### config.mk
export PLATFORM = sky130hd
export DESIGN_NAME = touch_sample_filter_calibrate_unit
export DESIGN_NICKNAME = d
export VERILOG_FILES = /design/src/design/tsfc_pkg.sv /design/src/design/tsfc_cell.sv /design/src/design/tsfc_div.sv /design/src/design/touch_sample_filter_calibrate_unit.sv
export SDC_FILE = /design/constraint.sdc
export NUM_CORES = 2
export LEC_CHECK = 0
export BUFFER_PORTS_ARGS = -buffer_cell sky130_fd_sc_hd__buf_4
export CAP_MARGIN = 20
export CORE_MARGIN = 2
export CORE_UTILIZATION = 40
export DETAILED_ROUTE_END_ITERATION = 10
export PLACE_DENSITY = 0.61
export SLEW_MARGIN = 20
export SYNTH_ARGS = -nofsm -noshare
export SYNTH_HDL_FRONTEND = slang
export SYNTH_HIERARCHICAL = 1
export SYNTH_SLANG_ARGS = --single-unit
### constraint.sdc
create_clock -name i_clk -period 11.06 [get_ports i_clk]
set_input_delay 1.106 -clock i_clk [delete_from_list [all_inputs] [get_ports i_clk]]
set_output_delay 1.106 -clock i_clk [all_outputs]
set_load 0.05 [all_outputs]
### src/design/tsfc_pkg.sv
// ----------------------------------------------------------------------------
// tsfc_pkg: shared types and constants for the touch sample filter
// Channel and register codes, cell control, sequencer states, size limiter.
// ----------------------------------------------------------------------------
package tsfc_pkg;

    localparam int SAMPLE_W    = 12;
    localparam int SAMPLE_LSB  = 3;
    localparam int REPLY_W     = 16;
    localparam int CHAN_W      = 2;
    localparam int PRESS_W     = 13;
    localparam int COORD_W     = 11;
    localparam int CFG_W       = 13;
    localparam int REG_IDX_W   = 3;
    localparam int FLAGS_W     = 3;
    localparam int DIVIDEND_W  = 23;
    localparam int DIVISOR_W   = 12;
    localparam int SAMPLES_DEF = 8;
    localparam int SCREEN_MAX  = 2048;
    localparam int PRESS_BIAS  = 4096;

    localparam logic [SAMPLE_W-1:0] X_ORIGIN_RST = 12'd240;
    localparam logic [SAMPLE_W-1:0] Y_ORIGIN_RST = 12'd285;
    localparam logic [SAMPLE_W-1:0] X_SPAN_RST   = 12'd3600;
    localparam logic [SAMPLE_W-1:0] Y_SPAN_RST   = 12'd3680;
    localparam logic [SAMPLE_W-1:0] WIDTH_RST    = 12'd320;
    localparam logic [SAMPLE_W-1:0] HEIGHT_RST   = 12'd240;
    localparam logic [FLAGS_W-1:0]  FLAGS_RST    = 3'd4;
    localparam logic [PRESS_W-1:0]  THRESH_RST   = 13'd100;

    typedef enum logic [CHAN_W-1:0] {
        CH_X  = 2'd0,
        CH_Y  = 2'd1,
        CH_Z1 = 2'd2,
        CH_Z2 = 2'd3
    } t_channel;

    typedef enum logic [REG_IDX_W-1:0] {
        REG_X_ORIGIN = 3'd0,
        REG_Y_ORIGIN = 3'd1,
        REG_X_SPAN   = 3'd2,
        REG_Y_SPAN   = 3'd3,
        REG_WIDTH    = 3'd4,
        REG_HEIGHT   = 3'd5,
        REG_FLAGS    = 3'd6,
        REG_THRESH   = 3'd7
    } t_reg_idx;

    typedef struct packed {
        logic shift;
        logic load;
        logic sort;
        logic drain;
    } t_cell_ctl;

    typedef enum logic [2:0] {
        S_IDLE,
        S_SORT,
        S_DRAIN,
        S_DGO,
        S_DWAIT,
        S_MUL,
        S_FIN
    } t_state;

    typedef enum logic {
        OP_SX,
        OP_SY
    } t_op;

    // Limit a screen dimension to 1 .. SCREEN_MAX
    function automatic logic [SAMPLE_W-1:0] fit_size(input logic [SAMPLE_W-1:0] s);
        logic [SAMPLE_W-1:0] r;
        if (s == '0) begin
            r = SAMPLE_W'(1);
        end else if (s > SAMPLE_W'(SCREEN_MAX)) begin
            r = SAMPLE_W'(SCREEN_MAX);
        end else begin
            r = s;
        end
        return r;
    endfunction

endpackage

### src/design/tsfc_cell.sv
// ----------------------------------------------------------------------------
// tsfc_cell: one sample cell
// Holds one stored sample and one sort slot; compare-exchanges with a
// neighbour during sorting and shifts towards the end of the row on drain.
// ----------------------------------------------------------------------------
module tsfc_cell (
    input  logic                           i_clk,
    input  tsfc_pkg::t_cell_ctl            i_ctl,
    input  logic                           i_lower,
    input  logic [tsfc_pkg::SAMPLE_W-1:0]  i_store_in,
    input  logic [tsfc_pkg::SAMPLE_W-1:0]  i_left_sort,
    input  logic [tsfc_pkg::SAMPLE_W-1:0]  i_right_sort,
    output logic [tsfc_pkg::SAMPLE_W-1:0]  o_store,
    output logic [tsfc_pkg::SAMPLE_W-1:0]  o_sort
);
    import tsfc_pkg::*;

    logic [SAMPLE_W-1:0] r_store;
    logic [SAMPLE_W-1:0] r_sort;
    logic [SAMPLE_W-1:0] n_sort;

    always_comb begin
        n_sort = r_sort;
        if (i_ctl.load) begin
            n_sort = r_store;
        end else if (i_ctl.sort) begin
            // lower of a pair keeps the minimum, upper keeps the maximum
            if (i_lower) begin
                n_sort = (i_right_sort < r_sort) ? i_right_sort : r_sort;
            end else begin
                n_sort = (i_left_sort > r_sort) ? i_left_sort : r_sort;
            end
        end else if (i_ctl.drain) begin
            n_sort = i_left_sort;
        end
    end

    always_ff @(posedge i_clk) begin
        if (i_ctl.shift) begin
            r_store <= i_store_in;
        end
        r_sort <= n_sort;
    end

    assign o_store = r_store;
    assign o_sort  = r_sort;

endmodule

### src/design/tsfc_div.sv
// ----------------------------------------------------------------------------
// tsfc_div: iterative unsigned divider
// Restoring division, one quotient bit per cycle, done pulse at the end.
// ----------------------------------------------------------------------------
module tsfc_div (
    input  logic                             i_clk,
    input  logic                             i_rst_n,
    input  logic                             i_start,
    input  logic [tsfc_pkg::DIVIDEND_W-1:0]  i_dividend,
    input  logic [tsfc_pkg::DIVISOR_W-1:0]   i_divisor,
    output logic                             o_done,
    output logic [tsfc_pkg::DIVIDEND_W-1:0]  o_quot
);
    import tsfc_pkg::*;

    localparam int CNT_W = $clog2(DIVIDEND_W + 1);

    logic                  r_busy;
    logic                  r_done;
    logic [CNT_W-1:0]      r_cnt;
    logic [DIVISOR_W-1:0]  r_rem;
    logic [DIVISOR_W-1:0]  r_div;
    logic [DIVIDEND_W-1:0] r_quot;
    logic [DIVISOR_W:0]    w_trial;
    logic [DIVISOR_W:0]    w_diff;
    logic                  w_ge;

    assign w_trial = {r_rem, r_quot[DIVIDEND_W-1]};
    assign w_ge    = w_trial >= {1'b0, r_div};
    assign w_diff  = w_trial - {1'b0, r_div};

    always_ff @(posedge i_clk) begin
        if (!i_rst_n) begin
            r_busy <= 1'b0;
            r_done <= 1'b0;
            r_cnt  <= '0;
        end else begin
            r_done <= 1'b0;
            if (i_start) begin
                r_busy <= 1'b1;
                r_cnt  <= CNT_W'(DIVIDEND_W);
            end else if (r_busy) begin
                r_cnt <= r_cnt - CNT_W'(1);
                if (r_cnt == CNT_W'(1)) begin
                    r_busy <= 1'b0;
                    r_done <= 1'b1;
                end
            end
        end
    end

    always_ff @(posedge i_clk) begin
        if (i_start) begin
            r_rem  <= '0;
            r_div  <= i_divisor;
            r_quot <= i_dividend;
        end else if (r_busy) begin
            r_rem  <= w_ge ? w_diff[DIVISOR_W-1:0] : w_trial[DIVISOR_W-1:0];
            r_quot <= {r_quot[DIVIDEND_W-2:0], w_ge};
        end
    end

    assign o_done = r_done;
    assign o_quot = r_quot;

endmodule

### src/design/touch_sample_filter_calibrate_unit.sv
// X, Y and Z1 items are taken without a stall and give no result.
// A Z2 item stalls the input for the sort and drain passes over the cell row
// and, on a touch, for two runs of the bit-serial divider; the result is
// offered as the input frees up.
// Reset (synchronous, active low) restores the register defaults and clears
// held Z1 and control; the sample cells are not cleared.
// ----------------------------------------------------------------------------
// touch_sample_filter_calibrate_unit: touch sample filter and calibration
// Keeps the last SAMPLES X and Y readings in cell rows, takes a trimmed mean
// on Z2, forms pressure and maps the means to screen coordinates.
// ----------------------------------------------------------------------------
module touch_sample_filter_calibrate_unit #(
    parameter int SAMPLES = tsfc_pkg::SAMPLES_DEF
) (
    input  logic                            i_clk,
    input  logic                            i_rst_n,
    input  logic                            i_cfg_we,
    input  logic [tsfc_pkg::REG_IDX_W-1:0]  i_cfg_index,
    input  logic [tsfc_pkg::CFG_W-1:0]      i_cfg_data,
    input  logic                            i_valid,
    output logic                            o_stall,
    input  logic [tsfc_pkg::CHAN_W-1:0]     i_channel,
    input  logic [tsfc_pkg::REPLY_W-1:0]    i_reply_word,
    output logic                            o_valid,
    input  logic                            i_stall,
    output logic                            o_touched,
    output logic [tsfc_pkg::COORD_W-1:0]    o_screen_x,
    output logic [tsfc_pkg::COORD_W-1:0]    o_screen_y,
    output logic [tsfc_pkg::PRESS_W-1:0]    o_pressure
);
    import tsfc_pkg::*;

    localparam int CNT_W    = $clog2(SAMPLES);
    localparam int LO       = SAMPLES / 4;
    localparam int HI       = SAMPLES * 3 / 4;
    localparam int MEAN_CNT = HI - LO;
    localparam int SUM_W    = SAMPLE_W + $clog2(SAMPLES);
    localparam int REC_SH   = SUM_W + $clog2(MEAN_CNT);
    localparam longint REC_M = ((longint'(1) << REC_SH) + longint'(MEAN_CNT) - 1)
                               / longint'(MEAN_CNT);
    localparam logic [SUM_W:0]   REC_MUL  = (SUM_W + 1)'(REC_M);
    localparam logic [CNT_W-1:0] CNT_LAST = CNT_W'(SAMPLES - 1);
    localparam logic [CNT_W-1:0] K_FIRST  = CNT_W'(SAMPLES - HI);
    localparam logic [CNT_W-1:0] K_LAST   = CNT_W'(SAMPLES - 1 - LO);

    // configuration
    logic [SAMPLE_W-1:0] r_x_origin, r_y_origin, r_x_span, r_y_span;
    logic [SAMPLE_W-1:0] r_width, r_height;
    logic [FLAGS_W-1:0]  r_flags;
    logic [PRESS_W-1:0]  r_thr;

    // sequencer and datapath
    t_state               r_state, n_state;
    t_op                  r_op;
    logic [CNT_W-1:0]     r_cnt;
    logic [SAMPLE_W-1:0]  r_z1;
    logic [PRESS_W-1:0]   r_pressure;
    logic [SUM_W-1:0]     r_sum_x, r_sum_y;
    logic [SAMPLE_W-1:0]  r_mean_x, r_mean_y;
    logic [DIVIDEND_W-1:0] r_prod;
    logic                 r_neg;
    logic [COORD_W-1:0]   r_sx, r_sy;

    // output register
    logic                 r_out_valid;
    logic                 r_out_touched;
    logic [COORD_W-1:0]   r_out_x, r_out_y;
    logic [PRESS_W-1:0]   r_out_press;

    logic                 w_in_acc;
    logic [SAMPLE_W-1:0]  w_sample;
    t_cell_ctl            w_ctl_x, w_ctl_y;
    logic                 w_odd_phase;
    logic                 w_div_start;
    logic                 w_div_done;
    logic [DIVIDEND_W-1:0] w_div_quot;
    logic [DIVIDEND_W-1:0] w_dividend;
    logic [DIVISOR_W-1:0]  w_divisor;
    logic [SAMPLE_W-1:0]  w_w, w_h;
    logic                 w_touch;
    logic                 w_drain_take;
    logic                 w_out_free;
    logic [2*SUM_W:0]     w_mx_prod, w_my_prod;

    logic [SAMPLE_W-1:0]  w_xst [SAMPLES];
    logic [SAMPLE_W-1:0]  w_yst [SAMPLES];
    logic [SAMPLE_W-1:0]  w_xso [SAMPLES];
    logic [SAMPLE_W-1:0]  w_yso [SAMPLES];
    logic [SAMPLE_W-1:0]  w_xin [SAMPLES];
    logic [SAMPLE_W-1:0]  w_yin [SAMPLES];
    logic [SAMPLE_W-1:0]  w_xl  [SAMPLES];
    logic [SAMPLE_W-1:0]  w_yl  [SAMPLES];
    logic [SAMPLE_W-1:0]  w_xr  [SAMPLES];
    logic [SAMPLE_W-1:0]  w_yr  [SAMPLES];
    logic [SAMPLES-1:0]   w_lower;

    // product for the coordinate map
    logic [SAMPLE_W-1:0]  w_mul_mean, w_mul_origin, w_mul_size;
    logic [SAMPLE_W:0]    w_diff, w_mag;
    logic [2*SAMPLE_W-1:0] w_prod;
    logic [COORD_W-1:0]   w_clamped;
    logic [SAMPLE_W-1:0]  w_size_last;

    // finishing
    logic [SAMPLE_W-1:0]  w_w_last, w_h_last;
    logic [COORD_W-1:0]   w_fx, w_fy;

    assign w_sample    = i_reply_word[SAMPLE_LSB +: SAMPLE_W];
    assign o_stall     = r_state != S_IDLE;
    assign w_in_acc    = i_valid && !o_stall;
    assign w_w         = fit_size(r_width);
    assign w_h         = fit_size(r_height);
    assign w_touch     = r_pressure >= r_thr;
    assign w_odd_phase = r_cnt[0];
    assign w_out_free  = !r_out_valid || !i_stall;

    // divide the middle sums by the constant count through a reciprocal product
    assign w_mx_prod   = r_sum_x * REC_MUL;
    assign w_my_prod   = r_sum_y * REC_MUL;

    // ---------------------------------------------------------------- cells
    for (genvar g = 0; g < SAMPLES; g++) begin : g_cell
        localparam bit G_ODD = (g % 2) == 1;

        assign w_lower[g] = G_ODD ^ w_odd_phase;

        if (g == 0) begin : g_first
            assign w_xin[g] = w_sample;
            assign w_yin[g] = w_sample;
            assign w_xl[g]  = '0;
            assign w_yl[g]  = '0;
        end else begin : g_inner_l
            assign w_xin[g] = w_xst[g-1];
            assign w_yin[g] = w_yst[g-1];
            assign w_xl[g]  = w_xso[g-1];
            assign w_yl[g]  = w_yso[g-1];
        end

        if (g == SAMPLES - 1) begin : g_last
            assign w_xr[g] = '1;
            assign w_yr[g] = '1;
        end else begin : g_inner_r
            assign w_xr[g] = w_xso[g+1];
            assign w_yr[g] = w_yso[g+1];
        end

        tsfc_cell u_xcell (
            .i_clk        (i_clk),
            .i_ctl        (w_ctl_x),
            .i_lower      (w_lower[g]),
            .i_store_in   (w_xin[g]),
            .i_left_sort  (w_xl[g]),
            .i_right_sort (w_xr[g]),
            .o_store      (w_xst[g]),
            .o_sort       (w_xso[g])
        );

        tsfc_cell u_ycell (
            .i_clk        (i_clk),
            .i_ctl        (w_ctl_y),
            .i_lower      (w_lower[g]),
            .i_store_in   (w_yin[g]),
            .i_left_sort  (w_yl[g]),
            .i_right_sort (w_yr[g]),
            .o_store      (w_yst[g]),
            .o_sort       (w_yso[g])
        );
    end

    // -------------------------------------------------------------- divider
    always_comb begin
        w_dividend = r_prod;
        case (r_op)
            OP_SX:   w_divisor = (r_x_span == '0) ? DIVISOR_W'(1) : r_x_span;
            default: w_divisor = (r_y_span == '0) ? DIVISOR_W'(1) : r_y_span;
        endcase
    end

    tsfc_div u_div (
        .i_clk      (i_clk),
        .i_rst_n    (i_rst_n),
        .i_start    (w_div_start),
        .i_dividend (w_dividend),
        .i_divisor  (w_divisor),
        .o_done     (w_div_done),
        .o_quot     (w_div_quot)
    );

    // ------------------------------------------------------------ next state
    always_comb begin
        n_state = r_state;
        unique case (r_state)
            S_IDLE: begin
                if (w_in_acc && i_channel == CH_Z2) begin
                    n_state = S_SORT;
                end
            end
            S_SORT: begin
                if (r_cnt == CNT_LAST) begin
                    n_state = S_DRAIN;
                end
            end
            S_DRAIN: begin
                if (r_cnt == CNT_LAST) begin
                    n_state = w_touch ? S_MUL : S_FIN;
                end
            end
            S_DGO: begin
                n_state = S_DWAIT;
            end
            S_DWAIT: begin
                if (w_div_done) begin
                    case (r_op)
                        OP_SX:   n_state = S_MUL;
                        default: n_state = S_FIN;
                    endcase
                end
            end
            S_MUL: begin
                n_state = S_DGO;
            end
            S_FIN: begin
                if (w_out_free) begin
                    n_state = S_IDLE;
                end
            end
            default: n_state = S_IDLE;
        endcase
    end

    // -------------------------------------------------------------- controls
    always_comb begin
        w_ctl_x       = '0;
        w_ctl_y       = '0;
        w_ctl_x.shift = w_in_acc && i_channel == CH_X;
        w_ctl_y.shift = w_in_acc && i_channel == CH_Y;
        w_ctl_x.load  = w_in_acc && i_channel == CH_Z2;
        w_ctl_y.load  = w_ctl_x.load;
        w_ctl_x.sort  = r_state == S_SORT;
        w_ctl_y.sort  = w_ctl_x.sort;
        w_ctl_x.drain = r_state == S_DRAIN;
        w_ctl_y.drain = w_ctl_x.drain;
        w_div_start   = r_state == S_DGO;
        w_drain_take  = (r_state == S_DRAIN) && (r_cnt >= K_FIRST) && (r_cnt <= K_LAST);
    end

    // ------------------------------------------------------- coordinate map
    always_comb begin
        w_mul_mean   = (r_op == OP_SY) ? r_mean_y   : r_mean_x;
        w_mul_origin = (r_op == OP_SY) ? r_y_origin : r_x_origin;
        w_mul_size   = (r_op == OP_SY) ? w_h        : w_w;
        w_diff       = {1'b0, w_mul_mean} - {1'b0, w_mul_origin};
        w_mag        = w_diff[SAMPLE_W] ? (~w_diff + 1'b1) : w_diff;
        w_prod       = w_mag[SAMPLE_W-1:0] * w_mul_size;
        w_size_last  = w_mul_size - SAMPLE_W'(1);
        // negative offsets truncate to zero or below: clamp to column zero
        if (r_neg) begin
            w_clamped = '0;
        end else if (w_div_quot >= DIVIDEND_W'(w_mul_size)) begin
            w_clamped = w_size_last[COORD_W-1:0];
        end else begin
            w_clamped = w_div_quot[COORD_W-1:0];
        end
    end

    always_comb begin
        w_w_last = w_w - SAMPLE_W'(1);
        w_h_last = w_h - SAMPLE_W'(1);
        w_fx     = r_flags[1] ? (w_w_last[COORD_W-1:0] - r_sx) : r_sx;
        w_fy     = r_flags[2] ? (w_h_last[COORD_W-1:0] - r_sy) : r_sy;
    end

    // ------------------------------------------------------------ registers
    always_ff @(posedge i_clk) begin
        if (!i_rst_n) begin
            r_state     <= S_IDLE;
            r_op        <= OP_SX;
            r_cnt       <= '0;
            r_z1        <= '0;
            r_out_valid <= 1'b0;
            r_x_origin  <= X_ORIGIN_RST;
            r_y_origin  <= Y_ORIGIN_RST;
            r_x_span    <= X_SPAN_RST;
            r_y_span    <= Y_SPAN_RST;
            r_width     <= WIDTH_RST;
            r_height    <= HEIGHT_RST;
            r_flags     <= FLAGS_RST;
            r_thr       <= THRESH_RST;
        end else begin
            r_state <= n_state;

            if (i_cfg_we) begin
                unique case (t_reg_idx'(i_cfg_index))
                    REG_X_ORIGIN: r_x_origin <= i_cfg_data[SAMPLE_W-1:0];
                    REG_Y_ORIGIN: r_y_origin <= i_cfg_data[SAMPLE_W-1:0];
                    REG_X_SPAN:   r_x_span   <= i_cfg_data[SAMPLE_W-1:0];
                    REG_Y_SPAN:   r_y_span   <= i_cfg_data[SAMPLE_W-1:0];
                    REG_WIDTH:    r_width    <= i_cfg_data[SAMPLE_W-1:0];
                    REG_HEIGHT:   r_height   <= i_cfg_data[SAMPLE_W-1:0];
                    REG_FLAGS:    r_flags    <= i_cfg_data[FLAGS_W-1:0];
                    default:      r_thr      <= i_cfg_data[PRESS_W-1:0];
                endcase
            end

            if (w_in_acc && i_channel == CH_Z1) begin
                r_z1 <= w_sample;
            end

            if (r_state == S_SORT || r_state == S_DRAIN) begin
                r_cnt <= (r_cnt == CNT_LAST) ? '0 : r_cnt + CNT_W'(1);
            end else begin
                r_cnt <= '0;
            end

            if (r_state == S_IDLE) begin
                r_op <= OP_SX;
            end else if (r_state == S_DWAIT && w_div_done) begin
                r_op <= OP_SY;
            end

            // drop the output item once taken, reload it from the finish step
            if (r_state == S_FIN && w_out_free) begin
                r_out_valid <= 1'b1;
            end else if (r_out_valid && !i_stall) begin
                r_out_valid <= 1'b0;
            end
        end
    end

    always_ff @(posedge i_clk) begin
        if (w_in_acc && i_channel == CH_Z2) begin
            r_pressure <= (r_z1 != '0)
                ? (PRESS_W'(r_z1) + PRESS_W'(PRESS_BIAS) - PRESS_W'(w_sample))
                : '0;
            r_sum_x <= '0;
            r_sum_y <= '0;
        end else if (w_drain_take) begin
            r_sum_x <= r_sum_x + SUM_W'(w_xso[SAMPLES-1]);
            r_sum_y <= r_sum_y + SUM_W'(w_yso[SAMPLES-1]);
        end

        // the sums are complete by the last drain step
        if (r_state == S_DRAIN && r_cnt == CNT_LAST) begin
            r_mean_x <= w_mx_prod[REC_SH +: SAMPLE_W];
            r_mean_y <= w_my_prod[REC_SH +: SAMPLE_W];
        end

        if (r_state == S_MUL) begin
            r_prod <= w_prod[DIVIDEND_W-1:0];
            r_neg  <= w_diff[SAMPLE_W];
        end

        if (r_state == S_DWAIT && w_div_done) begin
            case (r_op)
                OP_SX:   r_sx <= w_clamped;
                default: r_sy <= w_clamped;
            endcase
        end

        if (r_state == S_FIN && w_out_free) begin
            r_out_press   <= r_pressure;
            r_out_touched <= w_touch;
            if (!w_touch) begin
                r_out_x <= '0;
                r_out_y <= '0;
            end else if (r_flags[0]) begin
                r_out_x <= w_fy;
                r_out_y <= w_fx;
            end else begin
                r_out_x <= w_fx;
                r_out_y <= w_fy;
            end
        end
    end

    assign o_valid    = r_out_valid;
    assign o_touched  = r_out_touched;
    assign o_screen_x = r_out_x;
    assign o_screen_y = r_out_y;
    assign o_pressure = r_out_press;

    // ----------------------------------------------------------- assertions
    a_untouched_zero: assert property (@(posedge i_clk) disable iff (!i_rst_n)
        o_valid && !o_touched |-> o_screen_x == '0 && o_screen_y == '0)
        else $error("untouched item carries coordinates");

    a_touch_threshold: assert property (@(posedge i_clk) disable iff (!i_rst_n)
        o_valid && o_touched |-> o_pressure >= r_thr)
        else $error("touch reported below pressure threshold");

    a_sort_from_idle: assert property (@(posedge i_clk) disable iff (!i_rst_n)
        r_state == S_SORT && r_cnt == '0 |-> $past(r_state) == S_IDLE)
        else $error("sort pass did not start from idle");

    a_out_from_fin: assert property (@(posedge i_clk) disable iff (!i_rst_n)
        $rose(o_valid) |-> $past(r_state) == S_FIN)
        else $error("output item raised outside finish step");

endmodule

# Yosys cells after proc, flatten, opt, wreduce, memory -nomap -nowiden
# Cells that the tools add are included.
[op_classes]
n_addsub = 14
multipliers = 1
n_lt_le_gt_ge = 39
eq_ne = 54
muxes = 131
bitwise_logic = 6
reduce_logical = 60
[op_table]
columns = ["op", "n"]
rows = [
  ["$mux W12", 107],
  ["$gt A12 B12 Y1", 14],
  ["$lt A12 B12 Y1", 14],
  ["$ne A4 B2 Y1 const B", 30],
  ["$mux W11", 6],
  ["$logic_not A12 Y1", 4],
  ["$reduce_and A3 Y1", 16],
  ["$mux W23", 2],
  ["$sub A11 B1 Y11 const B", 3],
  ["$add A15 B12 Y15", 2],
  ["$gt A1 B12 Y1 const A", 2],
  ["$gt A12 B12 Y1 const B", 2],
  ["$lt A12 B12 Y1 const A", 2],
  ["$ge A23 B12 Y1", 1],
  ["$mul A12 B12 Y23", 1],
  ["$sub A11 B11 Y11", 2],
  ["$eq A3 B3 Y1 const B", 7],
  ["$pmux W3 S7", 1],
  ["$reduce_and A2 Y1", 10],
  ["$mux W3", 5],
  ["$add A12 B13 Y13 const B", 1],
  ["$ge A13 B12 Y1", 1],
  ["$ge A13 B13 Y1", 1],
  ["$sub A12 B12 Y13", 1],
  ["32 further kinds", 70],
]
[totals]
regBits = 695
output_inout_bits = 38
word_cells = 370

# Longest topological paths before layout
[logic_depth]
ltp_word = 7
ltp_mapped = 37
ltp_nobuf = 33

# Hierarchy
# Netlist, hierarchy kept.
[by_module_without_submodules]
columns = ["module", "n_inst", "cells_each", "area_each_um2", "seq_area_each_um2"]
rows = [
  ["touch_sample_filter_calibrate_unit", 1, 2041, 18601.6, 6296.0],
  ["tsfc_cell (g_cell[0].u_xcell ...)", 10, 140, 1530.2, 720.7],
  ["tsfc_cell (g_cell[5].u_xcell ...)", 6, 139, 1542.7, 720.7],
  ["tsfc_div", 1, 235, 2755.1, 1431.4],
]

# Least setup slack after synthesis
# No wires, ideal clock.
[synth_timing]
kind = "register to register"
start = "reg r_op"
end = "reg r_prod[22], data pin"
setup_time_ns = 0.268
arrival_ns = 8.645
setup_slack_ns = 2.148
stages_incl_launch_ff = 35
n_path_buf = 5
synth_period_minus_slack_ns = 8.912
path_cell_list = "dfxtp_1 > buf_1 > buf_1 > clkbuf_1 > mux2_2 > ha_1 > buf_6 > a2111o_1 > a31o_2 > a31oi_4 > o21bai_1 > a21o_1 > clkbuf_1 > inv_2 > o21ai_0 > xor2_1 > nor2_1 > fa_1 > inv_1 > fa_1 > inv_1 > fa_1 > fa_1 > inv_1 > fa_1 > inv_1 > ha_1 > a21o_1 > nor4_1 > o31ai_1 > nor3_1 > nor2_1 > a21o_1 > a31o_2 > xnor3_1"
[synth_lines]
columns = ["element", "line_no", "rtl"]
rows = [
  ["start, declared", "touch_sample_filter_calibrate_unit.sv:54", "t_op r_op;"],
  ["start signal, assigned", "touch_sample_filter_calibrate_unit.sv:277", "r_op <= OP_SX;"],
  ["start signal, assigned", "touch_sample_filter_calibrate_unit.sv:316", "r_op <= OP_SX;"],
  ["start signal, assigned", "touch_sample_filter_calibrate_unit.sv:318", "r_op <= OP_SY;"],
  ["$mux W12 (on tied branches)", "touch_sample_filter_calibrate_unit.sv:249, touch_sample_filter_calibrate_unit.sv:250", ""],
  ["$sub A12 B12 Y13 (*)", "touch_sample_filter_calibrate_unit.sv:252", "w_diff = {1'b0, w_mul_mean} - {1'b0, w_mul_origin};"],
  ["net w_diff[12]", "touch_sample_filter_calibrate_unit.sv:99", "logic [SAMPLE_W:0] w_diff, w_mag;"],
  ["$mux W12 (*)", "touch_sample_filter_calibrate_unit.sv:253", "w_mag = w_diff[SAMPLE_W] ? (~w_diff + 1'b1) : w_diff;"],
  ["$mul A12 B12 Y23 (*)", "touch_sample_filter_calibrate_unit.sv:254", "w_prod = w_mag[SAMPLE_W-1:0] * w_mul_size;"],
  ["net w_prod[22]", "touch_sample_filter_calibrate_unit.sv:100", "logic [2*SAMPLE_W-1:0] w_prod;"],
  ["end signal, assigned", "touch_sample_filter_calibrate_unit.sv:349", "r_prod <= w_prod[DIVIDEND_W-1:0];"],
  ["end, declared", "touch_sample_filter_calibrate_unit.sv:60", "logic [DIVIDEND_W-1:0] r_prod;"],
]
# Mark *: on every way through the listed nets, which the timed path passes. The rest lies on a longest branch.
# A chain may end at the register's enable or synchronous reset.

# Worst setup path after layout
[layout_timing]
start = "reg r_op"
end = "reg r_prod[22], data pin"
[layout_via]
elab_chain_cells = 6
[layout_rtl]
columns = ["element", "line_no"]
rows = [
  ["$mux W12 (on tied branches)", "touch_sample_filter_calibrate_unit.sv:249, touch_sample_filter_calibrate_unit.sv:250"],
  ["$sub A12 B12 Y13", "touch_sample_filter_calibrate_unit.sv:252"],
  ["$not A12 Y12", "touch_sample_filter_calibrate_unit.sv:253"],
  ["$add A12 B1 Y12", "touch_sample_filter_calibrate_unit.sv:253"],
  ["$mux W12", "touch_sample_filter_calibrate_unit.sv:253"],
  ["$mul A12 B12 Y23 (*)", "touch_sample_filter_calibrate_unit.sv:254"],
  ["net w_prod[22]", "touch_sample_filter_calibrate_unit.sv:100"],
]
# Marked as above.

==> results_dict.tcl <==
set metrics [dict create \
    overflow 0 \
    holdCritStartpoint "g_cell[5].u_xcell/o_store[11]$_DFFE_PP_" \
    yosysWarnings 6 \
    crit_top_cell "fa_1" \
    register_area_sq_um 19300 \
    die_area_sq_um 118000 \
    fill_cells 10600 \
    pwr-share-clk_pct 23.8 \
    min_path_type "reg -> reg" \
    cp-start-kind "flip-flop" \
    hold_viol 0 \
    multi_input_area_sq_um 24800 \
    rr_startpoint "r_op$_SDFFE_PP0P_" \
    crit_arrival_ns 9.54 \
    start_util_pct 40.3 \
    cts_made_buffers 80 \
    fin_setup_tns_ns 0 \
    timing.fmax_mhz 109 \
    cts_resized 0 \
    routedWlPerCell_um 18.0 \
    fin_skew_ns 0.0201 \
    clkTransAtPathRegs_ns 0.06 \
    drive_gt1_share_pct 7.67 \
    clk_latency_ns 0.67 \
    p_sw_mw 4.35 \
    nNetsFinal 5323 \
    cts_hold_buf 0 \
    ys_async_sr_fraction_pct 0 \
    pin_count 77 \
    crit_path_end_kind "flip-flop" \
    cts_sinks 693 \
    dp_cells 6068 \
    grt_max_degree 246 \
    power_mw 11.2 \
    clockBufferDepth 3 \
    hold-worst-slack_ns 0.445 \
    stdcell_count 6220 \
    numPortBuffers 72 \
    grt_pass1_wl_um 179000 \
    die_w_um 343 \
    crit_path_max_incr_delay_ns 0.97 \
    power.internal_mw 6.88 \
    slowest_stage "dfxtp_2" \
    fin_crit_sh_pct 82.7 \
    htree_levels 3 \
    synth_seq_cells 693 \
    synth_edf_count 538 \
    r2r_setup_slack_ns 1.91 \
    grt_pass1_vias 32600 \
    antenna_left 0 \
    slew_violations 0 \
    required_ns 11.45 \
    power_frac_comb_pct 37.8 \
    p_leak_nw 22.1 \
    avgSynthCellArea_sq_um 10.2 \
    vias 33000 \
    ys_types 80 \
    rows 124 \
    crit_path_max_fanout 35 \
    syn_area_sq_um 45900 \
    viasPerCell 5.30 \
    drt_iter0_drc 2011 \
    place_hpwl_um 82000 \
    core_area_sq_um 114000 \
    maxCapViolations 0 \
    sw_frac_of_total_pct 38.7 \
    synth_seq_area_share_pct 41.9 \
    rsz0062_at_grt "no" \
    firstDrtPassIters 5 \
    cts_tree "done" \
    crit_path_start "r_op$_SDFFE_PP0P_" \
    pwr-share-seq_pct 38.5 \
    peakVddDrop_v 0.000115 \
    power_density_nw_per_um2 220 \
    crit_type "reg -> reg" \
    syn-instance-count 4510 \
    gp_congestion 0.851 \
    slew_headroom_pct 25.5 \
    grt_antenna_before_repair 3 \
    drc_errors 0 \
    tightest_slew_ns 1.12 \
    die-height_um 343 \
    synth-main-ff-cell "edfxtp_1" \
    track_usage_pct 19.1 \
    cts_setup_buffers 0 \
    area_growth_pct 11.4 \
    clockRootBuffer "clkbuf_16" \
    period_needed_ns 9.15 \
    status "complete, no violations" \
    setup_viol 0 \
    wirelength_um 112000 \
]
cells in the mapped netlist (all sizes together) (71+ instances only):
master	number	area share, %
o21ai	300	3.3
inv	447	3.7
a21oi	234	2.6
edfxtp	538	35
a21boi	77	1.3
fa	106	4.6
mux2i	242	5.3
ha	539	15
xnor2	71	1.4
nand2	639	5.4
clkbuf	110	0.90
nor2	248	2.1
dfxtp	155	6.8
final timing paths:
check | to | depth (start not counted)
max | r_prod[22]$_DFFE_PP_ | 27
min | g_cell[6].u_xcell/o_store[11]$_DFFE_PP_ | 0
max reg2reg | r_prod[22]$_DFFE_PP_ | 27
min reg2reg | g_cell[6].u_xcell/o_store[11]$_DFFE_PP_ | 0
per-stage QoR:
step / cell area (sq um) / setup WS (ns) / util (%)
floorplan: 46300 / 2.15 / -
global placement: 48400 / 2.02 / 42.4
detailed placement: 48400 / 2.01 / 42.5
CTS: 51100 / 1.95 / 44.8
global route: 51100 / 1.29 / 44.9
finish: 51100 / 1.91 / 44.9
cell families after synthesis:
logic type,count (synthesis),synth area share [%]
AOI/OAI and AO/OA,919,12.6
xor gates and xnor gates,107,2.07
adders and majority gates,645,19.3
buffers and inverters,604,5.24
DFF,693,41.9
muxes,291,6.48
other,2,0.0164
and+or+nand+nor,1249,12.4
sequential cells by signal, summed over array words and instances (netlist names), 12 cells and up:
signal / count
r_width: 12
g_cell.u_ycell/o_store: 96
g_cell.u_ycell/o_sort: 96
g_cell.u_xcell/o_store: 96
r_sum_x: 14
r_thr: 13
r_mean_x: 12
r_y_origin: 12
r_z1: 12
r_pressure: 13
r_y_span: 12
r_x_origin: 12
u_div/r_rem: 12
r_height: 12
o_pressure: 13
u_div/r_div: 12
r_mean_y: 12
r_prod: 23
u_div/o_quot: 23
r_sum_y: 14
r_x_span: 12
g_cell.u_xcell/o_sort: 96
worst max-delay path, delay by kind of cell, from the launching register on:
family                   cells  cell delay (ns)
AO/OA/AOI/OAI               10             2.38
adder cells (fa/ha/maj)      7             3.38
flip-flops                   1             0.97
AND/OR/NAND/NOR              4             0.69
XOR/XNOR                     2             0.89
multiplexers                 1             0.42
buffers and inverters        3             0.14
area by class of cell:
class                      instances  share of cell area, %
timing repair buffer             109                   1.64
multi-input combinational       3307                   48.5
sequential                       693                   37.7
tap                             1512                   3.70
clock buffer                     106                   4.39
clock inverter                    43                  0.800
inverter                         448                   3.30
antenna                            2                0.00979
power groups by stage:
stage | clock network [mW] | registers (mW) | logic, mW
finish | 2.67 | 4.32 | 4.24
CTS | 2.72 | 4.32 | 4.24
global route | 2.82 | 4.39 | 4.93
global placement | 0 | 4.36 | 4.02
floorplan | 0 | 3.96 | 3.28
detailed placement | 0 | 4.37 | 4.22
layout by cell type, fill, tap and decap left out, types with 83 or more instances in the layout:
cell | Yosys | routed
inv_1 | 446 | 445
dfxtp_1 | 155 | 154
nor2_1 | 237 | 237
fa_1 | 106 | 106
edfxtp_1 | 538 | 538
o21ai_1 | 83 | 83
conb_1 | 2 | 96
a21oi_1 | 233 | 232
o21ai_0 | 217 | 217
buf_4 | 10 | 107
clkbuf_16 | 0 | 84
mux2i_1 | 242 | 241
ha_1 | 539 | 539
nand2_1 | 626 | 626
routing by layer:
layer	GRT usage, %	vias up	routed length (um)
met3	2.31	183	4910
li1	-	16200	-
met5	0	-	0
met4	5.88	0	3090
met2	31.6	661	52200
met1	26.2	15900	52000
(Power assumes the default switching activity.)
